$ cat src/pdc16_pkg.sv
`timescale 1ns / 1ps
`default_nettype none

package pdc16_pkg;

    localparam int unsigned BYTE_W     = 8;
    localparam int unsigned CRC_W      = 16;
    localparam int unsigned INDEX_W    = 9;
    localparam int unsigned IN_DATA_W  = 8;
    localparam int unsigned OUT_DATA_W = 64;
    localparam int unsigned CFG_ADDR_W = 1;
    localparam int unsigned CFG_DATA_W = 8;

    localparam logic [CRC_W-1:0]   CRC_POLY   = 16'h1021;
    localparam logic [CRC_W-1:0]   CRC_INIT   = 16'h0000;
    localparam logic [BYTE_W-1:0]  LFSR_SEED  = 8'hFF;
    localparam logic [INDEX_W-1:0] INDEX_MAX  = 9'd511;

    typedef enum logic [CFG_ADDR_W-1:0] {
        REG_PAYLOAD_LENGTH = 1'b0,
        REG_CRC_PRESENT    = 1'b1
    } t_cfg_reg;

    typedef struct packed {
        logic [BYTE_W-1:0]  whiten;
        logic [CRC_W-1:0]   crc_main;
        logic [CRC_W-1:0]   crc_short;
        logic [INDEX_W-1:0] byte_index;
        logic [BYTE_W-1:0]  tail_first;
        logic [BYTE_W-1:0]  tail_second;
        logic [1:0]         tail_flags;
        logic [CRC_W-1:0]   rx_crc;
        logic [1:0]         rx_count;
    } t_frame_state;

    localparam t_frame_state FRAME_CLEAR = '{
        whiten:      LFSR_SEED,
        crc_main:    CRC_INIT,
        crc_short:   CRC_INIT,
        byte_index:  '0,
        tail_first:  '0,
        tail_second: '0,
        tail_flags:  '0,
        rx_crc:      '0,
        rx_count:    '0
    };

    // msb first, one bit per step
    function automatic logic [CRC_W-1:0] crc16_byte(input logic [CRC_W-1:0] crc_in,
                                                    input logic [BYTE_W-1:0] data);
        logic [CRC_W-1:0] crc;
        logic             fb;
        crc = crc_in;
        for (int k = 0; k < BYTE_W; k++) begin
            fb  = crc[CRC_W-1] ^ data[BYTE_W-1-k];
            crc = {crc[CRC_W-2:0], 1'b0};
            if (fb) begin
                crc = crc ^ CRC_POLY;
            end
        end
        return crc;
    endfunction

    function automatic logic [BYTE_W-1:0] lfsr_next(input logic [BYTE_W-1:0] s);
        return {s[6:0], s[7] ^ s[5] ^ s[4] ^ s[3]};
    endfunction

endpackage

`default_nettype wire

$ cat src/payload_dewhiten_crc16_check.sv
`timescale 1ns / 1ps
`default_nettype none

// channel     dir  handshake                      payload
// s_axis      in   i_s_axis_tvalid/o_s_axis_tready tdata raw byte, tlast last byte
// m_axis      out  o_m_axis_tvalid/i_m_axis_tready tdata crc results, tlast frame end,
//                                                 tuser crc byte flag
// cfg         in   i_cfg_we                       i_cfg_addr, i_cfg_data
//
// one beat per cycle sustained while m_axis accepts; a result appears in the cycle after its input beat
// dewhitening and the per-byte crc16 steps sit between the input beat and the output register
// input ready while the output register is empty or being drained
// synchronous active-low reset: payload length 0, crc_present 1, frame state cleared
// frame state returns to its cleared value after each last beat

module payload_dewhiten_crc16_check (
    input  wire logic                              i_clk,
    input  wire logic                              i_rst_n,
    input  wire logic                              i_s_axis_tvalid,
    output logic                                   o_s_axis_tready,
    input  wire logic [pdc16_pkg::IN_DATA_W-1:0]   i_s_axis_tdata,   // [7:0] frame byte
    input  wire logic                              i_s_axis_tlast,
    output logic                                   o_m_axis_tvalid,
    input  wire logic                              i_m_axis_tready,
    // [7:0] data_byte, [23:8] crc_computed, [39:24] crc_alternate,
    // [55:40] crc_received, [56] crc_available, [57] crc_ok, [58] crc_alternate_ok
    output logic [pdc16_pkg::OUT_DATA_W-1:0]       o_m_axis_tdata,
    output logic                                   o_m_axis_tlast,
    output logic                                   o_m_axis_tuser,   // [0] crc byte flag
    input  wire logic                              i_cfg_we,
    input  wire logic [pdc16_pkg::CFG_ADDR_W-1:0]  i_cfg_addr,
    input  wire logic [pdc16_pkg::CFG_DATA_W-1:0]  i_cfg_data
);
    import pdc16_pkg::*;

    logic [BYTE_W-1:0]     r_frame_len;
    logic                  r_crc_present;
    t_frame_state          r_st;
    t_frame_state          n_st;
    logic                  r_m_valid;
    logic [OUT_DATA_W-1:0] r_m_data;
    logic [OUT_DATA_W-1:0] n_m_data;
    logic                  r_m_last;
    logic                  r_m_user;
    logic                  n_m_user;
    logic                  s_accept;

    assign o_s_axis_tready = !r_m_valid || i_m_axis_tready;
    assign s_accept        = i_s_axis_tvalid && o_s_axis_tready;
    assign o_m_axis_tvalid = r_m_valid;
    assign o_m_axis_tdata  = r_m_data;
    assign o_m_axis_tlast  = r_m_last;
    assign o_m_axis_tuser  = r_m_user;

    always_ff @(posedge i_clk) begin
        if (!i_rst_n) begin
            r_frame_len   <= '0;
            r_crc_present <= 1'b1;
        end else if (i_cfg_we) begin
            unique case (t_cfg_reg'(i_cfg_addr))
                REG_PAYLOAD_LENGTH: r_frame_len   <= i_cfg_data;
                REG_CRC_PRESENT:    r_crc_present <= i_cfg_data[0];
                default:            r_crc_present <= r_crc_present;
            endcase
        end
    end

    always_comb begin
        logic [INDEX_W-1:0] idx;
        logic [INDEX_W-1:0] pl;
        logic [INDEX_W-1:0] pl_end;
        logic [INDEX_W-1:0] pl_tail;
        logic [BYTE_W-1:0]  data;
        logic               in_payload;
        logic               is_crc;
        logic               avail;
        logic [CRC_W-1:0]   alt;
        logic [CRC_W-1:0]   rx;
        logic               ok;
        logic               alt_ok;

        n_st       = r_st;
        idx        = r_st.byte_index;
        pl         = {1'b0, r_frame_len};
        pl_end     = pl + INDEX_W'(2);
        pl_tail    = pl - INDEX_W'(2);
        in_payload = idx < pl;
        is_crc     = r_crc_present && !in_payload && idx < pl_end;
        data       = i_s_axis_tdata;

        if (in_payload) begin
            data          = i_s_axis_tdata ^ r_st.whiten;
            n_st.whiten   = lfsr_next(r_st.whiten);
            n_st.crc_main = crc16_byte(r_st.crc_main, data);
            if (pl >= INDEX_W'(2)) begin
                if (idx < pl_tail) begin
                    n_st.crc_short = crc16_byte(r_st.crc_short, data);
                end else if (idx == pl_tail) begin
                    n_st.tail_first    = data;
                    n_st.tail_flags[0] = 1'b1;
                end else begin
                    n_st.tail_second   = data;
                    n_st.tail_flags[1] = 1'b1;
                end
            end
        end else if (is_crc) begin
            if (idx == pl) begin
                n_st.rx_crc[7:0] = i_s_axis_tdata;
            end else begin
                n_st.rx_crc[15:8] = i_s_axis_tdata;
            end
            if (r_st.rx_count != 2'd2) begin
                n_st.rx_count = r_st.rx_count + 2'd1;
            end
        end

        if (idx != INDEX_MAX) begin
            n_st.byte_index = idx + INDEX_W'(1);
        end

        avail = r_crc_present && n_st.rx_count == 2'd2;
        rx    = avail ? n_st.rx_crc : '0;
        alt   = n_st.crc_short;
        if (pl >= INDEX_W'(2) && n_st.tail_flags == 2'b11) begin
            alt = alt ^ {n_st.tail_first, n_st.tail_second};
        end
        ok     = !r_crc_present || (avail && n_st.crc_main == rx);
        alt_ok = !r_crc_present || (avail && alt == rx);

        n_m_data       = '0;
        n_m_data[7:0]  = data;
        n_m_user       = is_crc;
        if (i_s_axis_tlast) begin
            n_m_data[23:8]  = n_st.crc_main;
            n_m_data[39:24] = alt;
            n_m_data[55:40] = rx;
            n_m_data[56]    = avail;
            n_m_data[57]    = ok;
            n_m_data[58]    = alt_ok;
            n_st            = FRAME_CLEAR;
        end
    end

    always_ff @(posedge i_clk) begin
        if (!i_rst_n) begin
            r_st      <= FRAME_CLEAR;
            r_m_valid <= 1'b0;
        end else begin
            if (s_accept) begin
                r_st      <= n_st;
                r_m_valid <= 1'b1;
            end else if (i_m_axis_tready) begin
                r_m_valid <= 1'b0;
            end
        end
    end

    always_ff @(posedge i_clk) begin
        if (s_accept) begin
            r_m_data <= n_m_data;
            r_m_last <= i_s_axis_tlast;
            r_m_user <= n_m_user;
        end
    end

    // frame state clears after the last beat
    a_frame_clear: assert property (@(posedge i_clk) disable iff (!i_rst_n)
        s_accept && i_s_axis_tlast |=> r_st.byte_index == '0 && r_st.whiten == LFSR_SEED)
        else $error("frame state not cleared after last beat");

    // byte index only returns to zero at a frame end
    a_index_moves: assert property (@(posedge i_clk) disable iff (!i_rst_n)
        s_accept && !i_s_axis_tlast |=> r_st.byte_index != '0)
        else $error("byte index wrapped mid-frame");

    // crc fields are zero away from the frame end
    a_mid_zero: assert property (@(posedge i_clk) disable iff (!i_rst_n)
        r_m_valid && !r_m_last |-> r_m_data[58:8] == '0)
        else $error("crc fields set on a mid-frame beat");

    // a passing check with a received crc means the values agree
    a_ok_match: assert property (@(posedge i_clk) disable iff (!i_rst_n)
        r_m_valid && r_m_last && r_m_data[56] && r_m_data[57]
            |-> r_m_data[23:8] == r_m_data[55:40])
        else $error("crc_ok set with mismatched crc");

endmodule

`default_nettype wire
$ cat config.mk
export PLATFORM = sky130hd
export DESIGN_NAME = payload_dewhiten_crc16_check
export DESIGN_NICKNAME = d
export VERILOG_FILES = /design/src/pdc16_pkg.sv /design/src/payload_dewhiten_crc16_check.sv
export SDC_FILE = /design/constraint.sdc
export NUM_CORES = 1
export LEC_CHECK = 0
export ABC_AREA = 1
export BUFFER_PORTS_ARGS = -buffer_cell sky130_fd_sc_hd__buf_2
export CAP_MARGIN = 30
export CORE_UTILIZATION = 40
export CTS_CLUSTER_DIAMETER = 200
export DETAILED_ROUTE_END_ITERATION = 16
export GPL_ROUTABILITY_DRIVEN = 0
export SLEW_MARGIN = 20
export SYNTH_ARGS = -nofsm -noshare
export SYNTH_HDL_FRONTEND = slang
export SYNTH_SLANG_ARGS = --single-unit
$ cat constraint.sdc
create_clock -name i_clk -period 3.45 [get_ports i_clk]
set_clock_uncertainty 0.1 [all_clocks]
set_input_delay 0.1725 -clock i_clk [delete_from_list [all_inputs] [get_ports i_clk]]
set_output_delay 0.1725 -clock i_clk [all_outputs]
set_load 0.01 [all_outputs]
==> results of run 1 <==
-- flip-flops by register name (all words and copies together), names as in the netlist --
register,count
o_m_axis_tdata,59
o_m_axis_tlast,1
o_m_axis_tuser,1
o_m_axis_tvalid,1
r_crc_present,1
r_frame_len,8
r_st,85
-- tightest hold or removal path, cell delays in order --
cell and delay [ns]:
buf_2 0.15, nand2_1 0.06, o21ai_0 0.07
-- cell usage after synthesis (12+ instances only) --
cell / number / area, sq um
a21oi_1: 91 / 455
nor2_1: 112 / 420
ha_1: 28 / 350
o21ai_1: 20 / 100
inv_1: 150 / 563
o21ai_0: 52 / 260
xnor2_1: 12 / 105
nand3_1: 70 / 350
edfxtp_1: 61 / 1830
dfxtp_1: 95 / 1900
nand2_1: 466 / 1750
xor2_1: 36 / 315
clkbuf_1: 31 / 116
-- power by group through the flow --
| stage | registers [W] | logic [W] | clock network (W) |
|---|---|---|---|
| 4_1_cts | 0.00214 | 0.00192 | 0.00192 |
| 5_1_grt | 0.00216 | 0.00216 | 0.00200 |
| 3_3_place_gp | 0.00218 | 0.00182 | 0 |
| 3_5_place_dp | 0.00218 | 0.00183 | 0 |
| 6_report | 0.00214 | 0.00196 | 0.00189 |
| 2_1_floorplan | 0.00222 | 0.00110 | 0 |
-- area by class of cell --
class,count,area [sq um],share of cell area [%]
multi-input cells,968,5050,41.9
flip-flops and latches,156,3740,31.0
repair buffers,230,1700,14.1
inverters,155,582,4.83
clock buffers,17,425,3.53
well taps,313,392,3.25
clock inverters,15,154,1.28
-- kinds of logic after synthesis --
kind of cell             after synthesis  synth area share [%]
AO/OA/AOI/OAI                        195                  11.5
buffers and inverters                206                  9.10
other                                  1                0.0401
flip-flops                           156                  40.0
AND/OR/NAND/NOR                      692                  31.1
XOR/XNOR                              48                  4.50
adder cells (fa/ha/maj)               28                  3.75
-- metrics by stage --
| stage | power (W) | hold WS, ns |
|---|---|---|
| 5_1_grt | 0.00631 | 0.0473 |
| 2_1_floorplan | 0.00332 | 0.171 |
| 3_5_place_dp | 0.00401 | 0.338 |
| 4_1_cts | 0.00598 | 0.0231 |
| 6_report | 0.00600 | 0.0252 |
| 3_3_place_gp | 0.00400 | 0.341 |
-- worst paths after layout --
| check | startpoint | end | slack (ns) |
|---|---|---|---|
| max | r_frame_len[1]$_SDFFE_PN0P_ | o_m_axis_tdata[58]$_SDFFCE_PN0P_ | -0.07 |
| min | i_s_axis_tdata[0] | o_m_axis_tdata[0]$_DFFE_PP_ | 0.03 |
| max reg2reg | r_frame_len[1]$_SDFFE_PN0P_ | o_m_axis_tdata[58]$_SDFFCE_PN0P_ | -0.07 |
| min reg2reg | r_st[24]$_SDFFE_PN0P_ | r_st[24]$_SDFFE_PN0P_ | 0.37 |
-- per-layer routing --
layer | part of all wire (%) | vias up | wire length, um | global-route usage (%)
li1 | - | 4635 | - | -
met1 | 46 | 4201 | 13100 | 32.2
met2 | 46 | 288 | 13200 | 40.7
met3 | 5.3 | 51 | 1510 | 3.40
met4 | 2.9 | 2 | 826 | 9.67
met5 | 0.045 | - | 13 | 0
-- what timing repair did --
item | 4_1_cts | 5_1_grt
buffers inserted | 9 | 3
hold endpoints to repair | 13 | 0
gates resized for setup | 60 | 26
pin swaps | 16 | 16
endpoints found under the setup margin | 2 | 3
cloned | 2 | 0
hold buffers | 19 | 0
==> results.md, run 1 <==
- Hold Path Depth: 3
- Setup TNS: -0.0675 ns
- Violated checks: setup timing
- Die X: 155 um
- Row count: 55
- Dpl ws: -0.308 ns
- Die H: 155 um
- Final Cell Area: 12000 sq um
- DP Wirelength: 20.5 mm
- R2R cell count: 24
- # IOs: 91
- DP Cell Count: 1789
- IO Port Bufs: 85
- Most frequent cells in the layout: nand2_1 (448), inv_1 (147), buf_4 (112)
- Commonest non-fill, non-tap cell in the layout: nand2_1
- Cell Area, Synth: 9350 sq um
- Non-Filler Instances: 1854
- Levels on crit path: 24
- # diodes: 0
- CP Capture Type: flop
- Routed WL per cell: 15.4 um
- Total GRT Usage: 24.5%
- Max Cap Viol: 0
- Final Worst Setup Slack: -0.0675 ns
- Relative slew slack: 48.0%
- VDD IR max: 310 uV
- Seq cells post-synth: 156
- Leak: 5.49 nW
- Worst slew pin tran: 0.771 ns
- Comb power frac: 32.7%
- Layout cell share with drive strength beyond 1: 22.6%
- Mean Syn Cell Area: 7.05 sq um
- Core region area: 22800 sq um
- First-pass GRT wire length: 45.2 mm
- CP Max Fanout: 8
- EDFF count, synth: 61
- DRC viols: 0
- Clock power share: 31.5%
- P_sw: 0.00217 W
- Final Hold Violating Endpoints: 0
- Final setup fails: 1
- Routed WL: 28.6 mm
- Post-layout min period: 3.52 ns
- Detailed Route Iter0 Violations: 678
- PD cells: 498 nW/um^2
- Clk sink count: 156
- Count of cell types in the netlist: 43
- Initial antenna violation count: 1
- DRT antenna net count: 0
- Via Count: 9177
- CTS Buf Count: 17
- RSZ-0062 raised after global routing: true
- Die ar.: 24000 sq um
- HP Class: input pin to flop
- Status: complete, but fails checks
- Crit path kind: flop to flop
- Vias per cell: 4.95
- CP top delay family: simple AND/OR/NAND/NOR gates
- WP buf/inv: 5
- CP max-delay cell: dfxtp_2
- Post-synthesis instance total: 1326
- Max Freq: 284 MHz
- Clk root buf: clkbuf_16
- Async set-or-reset flop fraction in the synthesized netlist: 0%
- Layout area overhead: 28.8%
- Sequential fraction of the synthesis area: 40.0%
- Final nets: 1579
- Fin. max-slew vios: 0
- CP startpoint kind: flop
- Largest net degree at the start of global routing: 64
- CTS tree: done
- First-pass DRT Iterations: 5
- Final worst-path cycle share: 102%
- Layout fillers: 2218
- Seq pwr share: 35.7%
- Cell Chain, Critical Path: inv_2 > buf_6 > ha_4 > nand3_2 > buf_4 > xor2_1 > ha_1 > nand2_2 > nor2_4 > nand3_2 > nand3_2 > nand2_1 > nor2_2 > nor2_2 > nor2_4 > buf_12 > buf_8 > nand3_1 > a21oi_1 > a21oi_2 > nand3_1 > nor2_1 > nand2_1 > a21oi_2
- H-tree depth: 4
- Switching Fraction: 36.2%
- YS warnings: 0
- Most used DFF post-synth: dfxtp_1
- Critical Path RT: 3.53 ns
- Placed Instance Area: 10800 sq um
- Final core utilization: 52.8%
- Number of global-route vias before repair: 8621
- Internal power: 0.00383 W
- Clock transition at path regs: 0.07 ns
- Worst path max stage delay: 0.34 ns
- CTS Buffer Depth: 2
- Most used cell, CP: nand3_2
- Clk Latency, worst-skew pair: 0.44 ns
- Initial Util: 41.0%
- Grt ovf: 0
- Arrival time of the worst setup path: 3.60 ns
Note: power is estimated with default switching activity, not from simulation.
==> run 2: changes to the inputs <==
- SKIP_CTS_REPAIR_TIMING: not set -> 1
==> results.md, run 2 (same netlist as run 1, synthesis figures left out) <==
- Arrival time of the worst setup path: 3.75 ns (was 3.60 ns)
- Vias per cell: 4.96 (was 4.95)
- CTS tree: done (unchanged)
- Total GRT Usage: 23.8% (was 24.5%)
- Placed Instance Area: 10800 sq um (unchanged)
- HP Class: input pin to flop (unchanged)
- Worst hold slack: -0.0820 ns (was 0.0252 ns)
- Commonest non-fill, non-tap cell in the layout: nand2_1 (unchanged)
- Status: complete, but fails checks (unchanged)
- # diodes: 0 (unchanged)
- Most flops, register: r_st (unchanged)
- Layout cell share with drive strength beyond 1: 22.8% (was 22.6%)
- RSZ-0062 raised after global routing: true (unchanged)
- PD cells: 503 nW/um^2 (was 498 nW/um^2)
- Detailed Route Iter0 Violations: 613 (was 678)
- Crit path kind: flop to flop (unchanged)
- Max reg flops: 85 (unchanged)
- Setup TNS: -0.108 ns (was -0.0675 ns)
- Leak: 5.44 nW (was 5.49 nW)
- IO Port Bufs: 85 (unchanged)
- Clk sink count: 156 (unchanged)
- Die ar.: 24000 sq um (unchanged)
- Most frequent cells in the layout: nand2_1 (442), inv_1 (147), buf_4 (109) (was nand2_1 (448), inv_1 (147), buf_4 (112))
- First-pass DRT Iterations: 7 (was 5)
- Clk Latency, worst-skew pair: 0.44 ns (about the same)
- Via Count: 9150 (was 9177)
- H-tree depth: 4 (unchanged)
- Final nets: 1568 (was 1579)
- CP Max Fanout: 8 (unchanged)
- First-pass GRT wire length: 43.8 mm (was 45.2 mm)
- Core region area: 22800 sq um (unchanged)
- Number of global-route vias before repair: 8244 (was 8621)
- Dpl ws: -0.308 ns (unchanged)
- Post-layout min period: 3.55 ns (was 3.52 ns)
- Final Cell Area: 11900 sq um (was 12000 sq um)
- # IOs: 91 (unchanged)
- CP startpoint kind: flop (unchanged)
- CTS Buf Count: 17 (unchanged)
- Final Hold Violating Endpoints: 2 (was 0)
- Routed WL: 28.7 mm (was 28.6 mm)
- Fin. max-slew vios: 0 (unchanged)
- DRT antenna net count: 0 (unchanged)
- Max Cap Viol: 0 (unchanged)
- Final Worst Setup Slack: -0.0999 ns (was -0.0675 ns)
- Clk root buf: clkbuf_16 (unchanged)
- Grt ovf: 0 (unchanged)
- Largest net degree at the start of global routing: 64 (unchanged)
- Final worst-path cycle share: 103% (was 102%)
- CP Capture Type: flop (unchanged)
- Initial antenna violation count: 1 (unchanged)
- Violated checks: hold timing, setup timing (was setup timing)
- Die X: 155 um (unchanged)
- Routed WL per cell: 15.6 um (was 15.4 um)
- Die H: 155 um (unchanged)
- Final setup fails: 2 (was 1)
- Layout area overhead: 27.8% (was 28.8%)
- Row count: 55 (unchanged)
- Clock transition at path regs: 0.07 ns (about the same)
- Max Freq: 282 MHz (was 284 MHz)
- DRC viols: 0 (unchanged)
- Initial Util: 41.0% (unchanged)
- VDD IR max: 309 uV (was 310 uV)
- Worst slew pin tran: 0.782 ns (was 0.771 ns)
- Critical Path RT: 3.65 ns (was 3.53 ns)
- Relative slew slack: 47.3% (was 48.0%)
- CTS Buffer Depth: 2 (unchanged)
- Final core utilization: 52.4% (was 52.8%)
- DP Wirelength: 20.5 mm (unchanged)
[run 2: per-layer routing]
metal	vias up	global-route usage, %	part of all wire (%)
met5	-	0	0.045
met4	2	8.58	2.7
met3	50	3.18	5.4
met2	305	39.2	46
met1	4181	31.9	46
li1	4612	-	-
[run 2: final timing paths]
path,slack (ns),cells past startpoint,startpoint,to
worst min-delay path,-0.08,3,i_cfg_data[3],r_frame_len[3]$_SDFFE_PN0P_
worst max register to register,-0.1,27,r_frame_len[1]$_SDFFE_PN0P_,o_m_axis_tdata[58]$_SDFFCE_PN0P_
worst max-delay path,-0.1,27,r_frame_len[1]$_SDFFE_PN0P_,o_m_axis_tdata[58]$_SDFFCE_PN0P_
worst min register to register,0.37,2,r_st[11]$_SDFFE_PN0P_,r_st[11]$_SDFFE_PN0P_
[run 2: metrics by stage]
stage	total power, W	std cells
floorplan	0.00332	1330
global placement	0.00400	1789
detailed placement	0.00401	1789
CTS	0.00590	1821
global route	0.00631	1843
finish	0.00601	1843
[run 2: critical path: stages, from the launching register on]
cell       delay, ns
dfxtp_2         0.34
inv_2           0.07
buf_6           0.11
ha_4            0.13
nand3_2         0.08
buf_4           0.15
xor2_1          0.13
ha_1            0.30
nand3_1         0.10
nor2_1          0.10
nand2_1         0.09
a21oi_2         0.13
nand3_2         0.09
nand2_1         0.10
nand2_2         0.07
nor2_4          0.20
buf_12          0.14
clkbuf_16       0.14
nand2_1         0.05
nand2_1         0.10
nand2_1         0.06
nand2_1         0.06
nand3_1         0.10
nor2_1          0.10
nand2_1         0.06
nor2_1          0.08
nand2_1         0.08
a21oi_2         0.15
[run 2: power by group]
part	internal, W	switching, W	leakage [nW]
clock	0.00102	0.000885	0.269
sequential	0.00208	0.0000657	1.39
combinational	0.000727	0.00124	3.79
total	0.00382	0.00219	5.44
[run 2: layout make-up]
type / instances / area [sq um]
well taps: 313 / 392
clock inverters: 15 / 154
flip-flops and latches: 156 / 3740
multi-input cells: 969 / 5070
fillers: 2221 / 10800
inverters: 155 / 582
clock buffers: 17 / 425
repair buffers: 218 / 1590
==> run 3: changes to the inputs <==
- CORE_MARGIN: not set -> 10
==> results.md, run 3 (same netlist as run 1, synthesis figures left out) <==
- First-pass DRT Iterations: 5 (was 7)
- Relative slew slack: 46.0% (was 47.3%)
- Clk Latency, worst-skew pair: 0.44 ns (about the same)
- Grt ovf: 0 (unchanged)
- DRC viols: 0 (unchanged)
- Number of global-route vias before repair: 8589 (was 8244)
- Initial Util: 40.9% (was 41.0%)
- Worst path max stage delay: 0.34 ns (about the same)
- RSZ-0062 raised after global routing: true (unchanged)
- CTS Buffer Depth: 2 (unchanged)
- Die H: 173 um (was 155 um)
- Final Hold Violating Endpoints: 0 (was 2)
- Critical Path RT: 3.64 ns (was 3.65 ns)
- CP startpoint kind: flop (unchanged)
- # IOs: 91 (unchanged)
- Final nets: 1577 (was 1568)
- First-pass GRT wire length: 46.1 mm (was 43.8 mm)
- Layout fillers: 2198 (was 2221)
- H-tree depth: 4 (unchanged)
- IO Port Bufs: 85 (unchanged)
- Max Freq: 277 MHz (was 282 MHz)
- Final setup fails: 2 (unchanged)
- Routed WL: 29.6 mm (was 28.7 mm)
- Clk sink count: 156 (unchanged)
- Via Count: 9268 (was 9150)
- HP Start: i_m_axis_tready (was i_cfg_data[3])
- Internal power: 0.00373 W (was 0.00382 W)
- CP top delay family: simple AND/OR/NAND/NOR gates (unchanged)
- Violated checks: setup timing (was hold timing, setup timing)
- Worst slew pin tran: 0.801 ns (was 0.782 ns)
- Layout area overhead: 30.9% (was 27.8%)
- Row count: 55 (unchanged)
- DP Wirelength: 21.6 mm (was 20.5 mm)
- R2R cell count: 25 (was 27)
- Final worst-path cycle share: 104% (was 103%)
- Max reg flops: 85 (unchanged)
- CP max-delay cell: dfxtp_2 (unchanged)
- Worst hold slack: 0.0154 ns (was -0.0820 ns)
- Leak: 5.52 nW (was 5.44 nW)
- Clock power share: 29.9% (was 31.7%)
- PD cells: 481 nW/um^2 (was 503 nW/um^2)
- Arrival time of the worst setup path: 3.80 ns (was 3.75 ns)
- R2R setup slack: -0.15 ns (was -0.1 ns)
- VDD IR max: 293 uV (was 309 uV)
- DRT antenna net count: 0 (unchanged)
- HP Class: input pin to flop (unchanged)
- Final Worst Setup Slack: -0.155 ns (was -0.0999 ns)
- Hold Path Depth: 4 (was 3)
- Die X: 173 um (was 155 um)
- Clock transition at path regs: 0.07 ns (about the same)
- CTS Buf Count: 17 (unchanged)
- R2R Path End: o_m_axis_tdata[58]$_SDFFCE_PN0P_ (unchanged)
- Hold Path End: o_m_axis_tvalid$_SDFFE_PN0P_ (was r_frame_len[3]$_SDFFE_PN0P_)
- Vias per cell: 5.00 (was 4.96)
- Seq pwr share: 36.4% (was 35.6%)
- Largest net degree at the start of global routing: 65 (was 64)
- Core region area: 22800 sq um (about the same)
- Commonest non-fill, non-tap cell in the layout: nand2_1 (unchanged)
- Register area: 3740 sq um (about the same)
- CP Capture Type: flop (unchanged)
- Switching Fraction: 36.6% (was 36.4%)
- Dpl ws: -0.289 ns (was -0.308 ns)
- Status: complete, but fails checks (unchanged)
- # diodes: 0 (unchanged)
- Crit path kind: flop to flop (unchanged)
- Total GRT Usage: 18.8% (was 23.8%)
- CP Max Fanout: 6 (was 8)
- Initial antenna violation count: 0 (was 1)
- Layout cell share with drive strength beyond 1: 25.2% (was 22.8%)
- Detailed Route Iter0 Violations: 754 (was 613)
- Most frequent cells in the layout: nand2_1 (438), inv_1 (145), buf_4 (109) (was nand2_1 (442), inv_1 (147), buf_4 (109))
- Clk root buf: clkbuf_16 (unchanged)
- Most flops, register: r_st (unchanged)
- Comb power frac: 33.7% (was 32.7%)
- Die ar.: 29900 sq um (was 24000 sq um)
- Most used cell, CP: nand2_1 (unchanged)
- Max Cap Viol: 0 (unchanged)
- Fin. max-slew vios: 0 (unchanged)
- Post-layout min period: 3.60 ns (was 3.55 ns)
- Reg-to-reg startpoint: r_frame_len[1]$_SDFFE_PN0P_ (unchanged)
- Multi-input gate area: 5290 sq um (was 5070 sq um)
- Routed WL per cell: 16.0 um (was 15.6 um)
- P_sw: 0.00216 W (was 0.00219 W)
- WP buf/inv: 5 (unchanged)
- CTS tree: done (unchanged)
## run 3: cell types whose count changed in the layout (fill, tap and decap cells not counted), moves of 5 or more
| cell | previous run | this run |
|---|---|---|
| nor2_1 | 99 | 94 |
| o21ai_1 | 20 | 12 |
| nor2_4 | 7 | 13 |
| nand3_1 | 61 | 51 |
| buf_6 | 4 | 10 |
| nand3_2 | 12 | 20 |
## run 3: worst max-delay path by stage
stage / startpoint / endpoint / slack (ns) / cells past startpoint
2_1_floorplan: o_m_axis_tvalid$_SDFFE_PN0P_ / r_st[36]$_SDFFE_PN0P_ / 0.21 / 6
3_3_place_gp: r_frame_len[2]$_SDFFE_PN0P_ / o_m_axis_tdata[58]$_SDFFCE_PN0P_ / -0.26 / 21
3_5_place_dp: r_frame_len[2]$_SDFFE_PN0P_ / o_m_axis_tdata[58]$_SDFFCE_PN0P_ / -0.29 / 26
4_1_cts: r_frame_len[2]$_SDFFE_PN0P_ / o_m_axis_tdata[57]$_SDFFCE_PN0P_ / -0.33 / 19
5_1_grt: r_frame_len[1]$_SDFFE_PN0P_ / o_m_axis_tdata[58]$_SDFFCE_PN0P_ / -0.39 / 27
6_report: r_frame_len[1]$_SDFFE_PN0P_ / o_m_axis_tdata[58]$_SDFFCE_PN0P_ / -0.15 / 25
## run 3: power groups by stage
| stage | logic [W] | clock network (W) | registers, W |
|---|---|---|---|
| floorplan | 0.00110 | 0 | 0.00222 |
| global placement | 0.00180 | 0 | 0.00218 |
| detailed placement | 0.00182 | 0 | 0.00218 |
| CTS | 0.00183 | 0.00179 | 0.00214 |
| global route | 0.00220 | 0.00186 | 0.00216 |
| finish | 0.00199 | 0.00176 | 0.00214 |
## run 3: worst reg2reg max path, stage by stage, from the launching register on
cell	delay [ns]
dfxtp_2	0.34
buf_6	0.13
nor3_4	0.23
buf_6	0.13
xor2_1	0.16
ha_1	0.29
a21oi_2	0.23
nand2_1	0.08
nand2_1	0.07
nand3_2	0.13
nand2_2	0.11
nor2_2	0.05
nor2_2	0.19
nor2_4	0.06
buf_12	0.13
buf_12	0.12
clkbuf_16	0.16
nand2_2	0.06
nand2_2	0.06
nand3_1	0.08
nand2_1	0.05
nor2_1	0.10
nand3_1	0.11
nor2_1	0.11
nand2_1	0.07
a21oi_2	0.11
## run 3: cell type report
| type | count | share of cell area, % |
|---|---|---|
| Multi-Input combinational cell | 970 | 43.2 |
| Sequential cell | 156 | 30.6 |
| Timing Repair Buffer | 226 | 13.8 |
| Inverter | 155 | 4.82 |
| Clock buffer | 17 | 3.48 |
| Tap cell | 313 | 3.20 |
| Clock inverter | 15 | 0.930 |
## run 3: stage by stage
stage	TNS, ns	utilization, %	power (W)	cells	area (sq um)
finish	-0.228	53.6	0.00589	1852	12200
detailed placement	-0.564	47.3	0.00400	1787	10800
global placement	-0.441	47.3	0.00398	1787	10800
global route	-0.912	53.6	0.00622	1852	12200
CTS	-0.682	49.7	0.00575	1819	11300
floorplan	0	-	0.00332	1330	9360
## run 3: routing by layer
metal | wire length, um | GRT usage, % | share of wire [%] | vias to the layer above
li1 | - | - | - | 4621
met1 | 13300 | 25.5 | 45 | 4292
met2 | 13600 | 29.9 | 46 | 315
met3 | 2010 | 3.07 | 6.8 | 40
met4 | 693 | 5.89 | 2.3 | 0
met5 | 0 | 0 | 0 | -
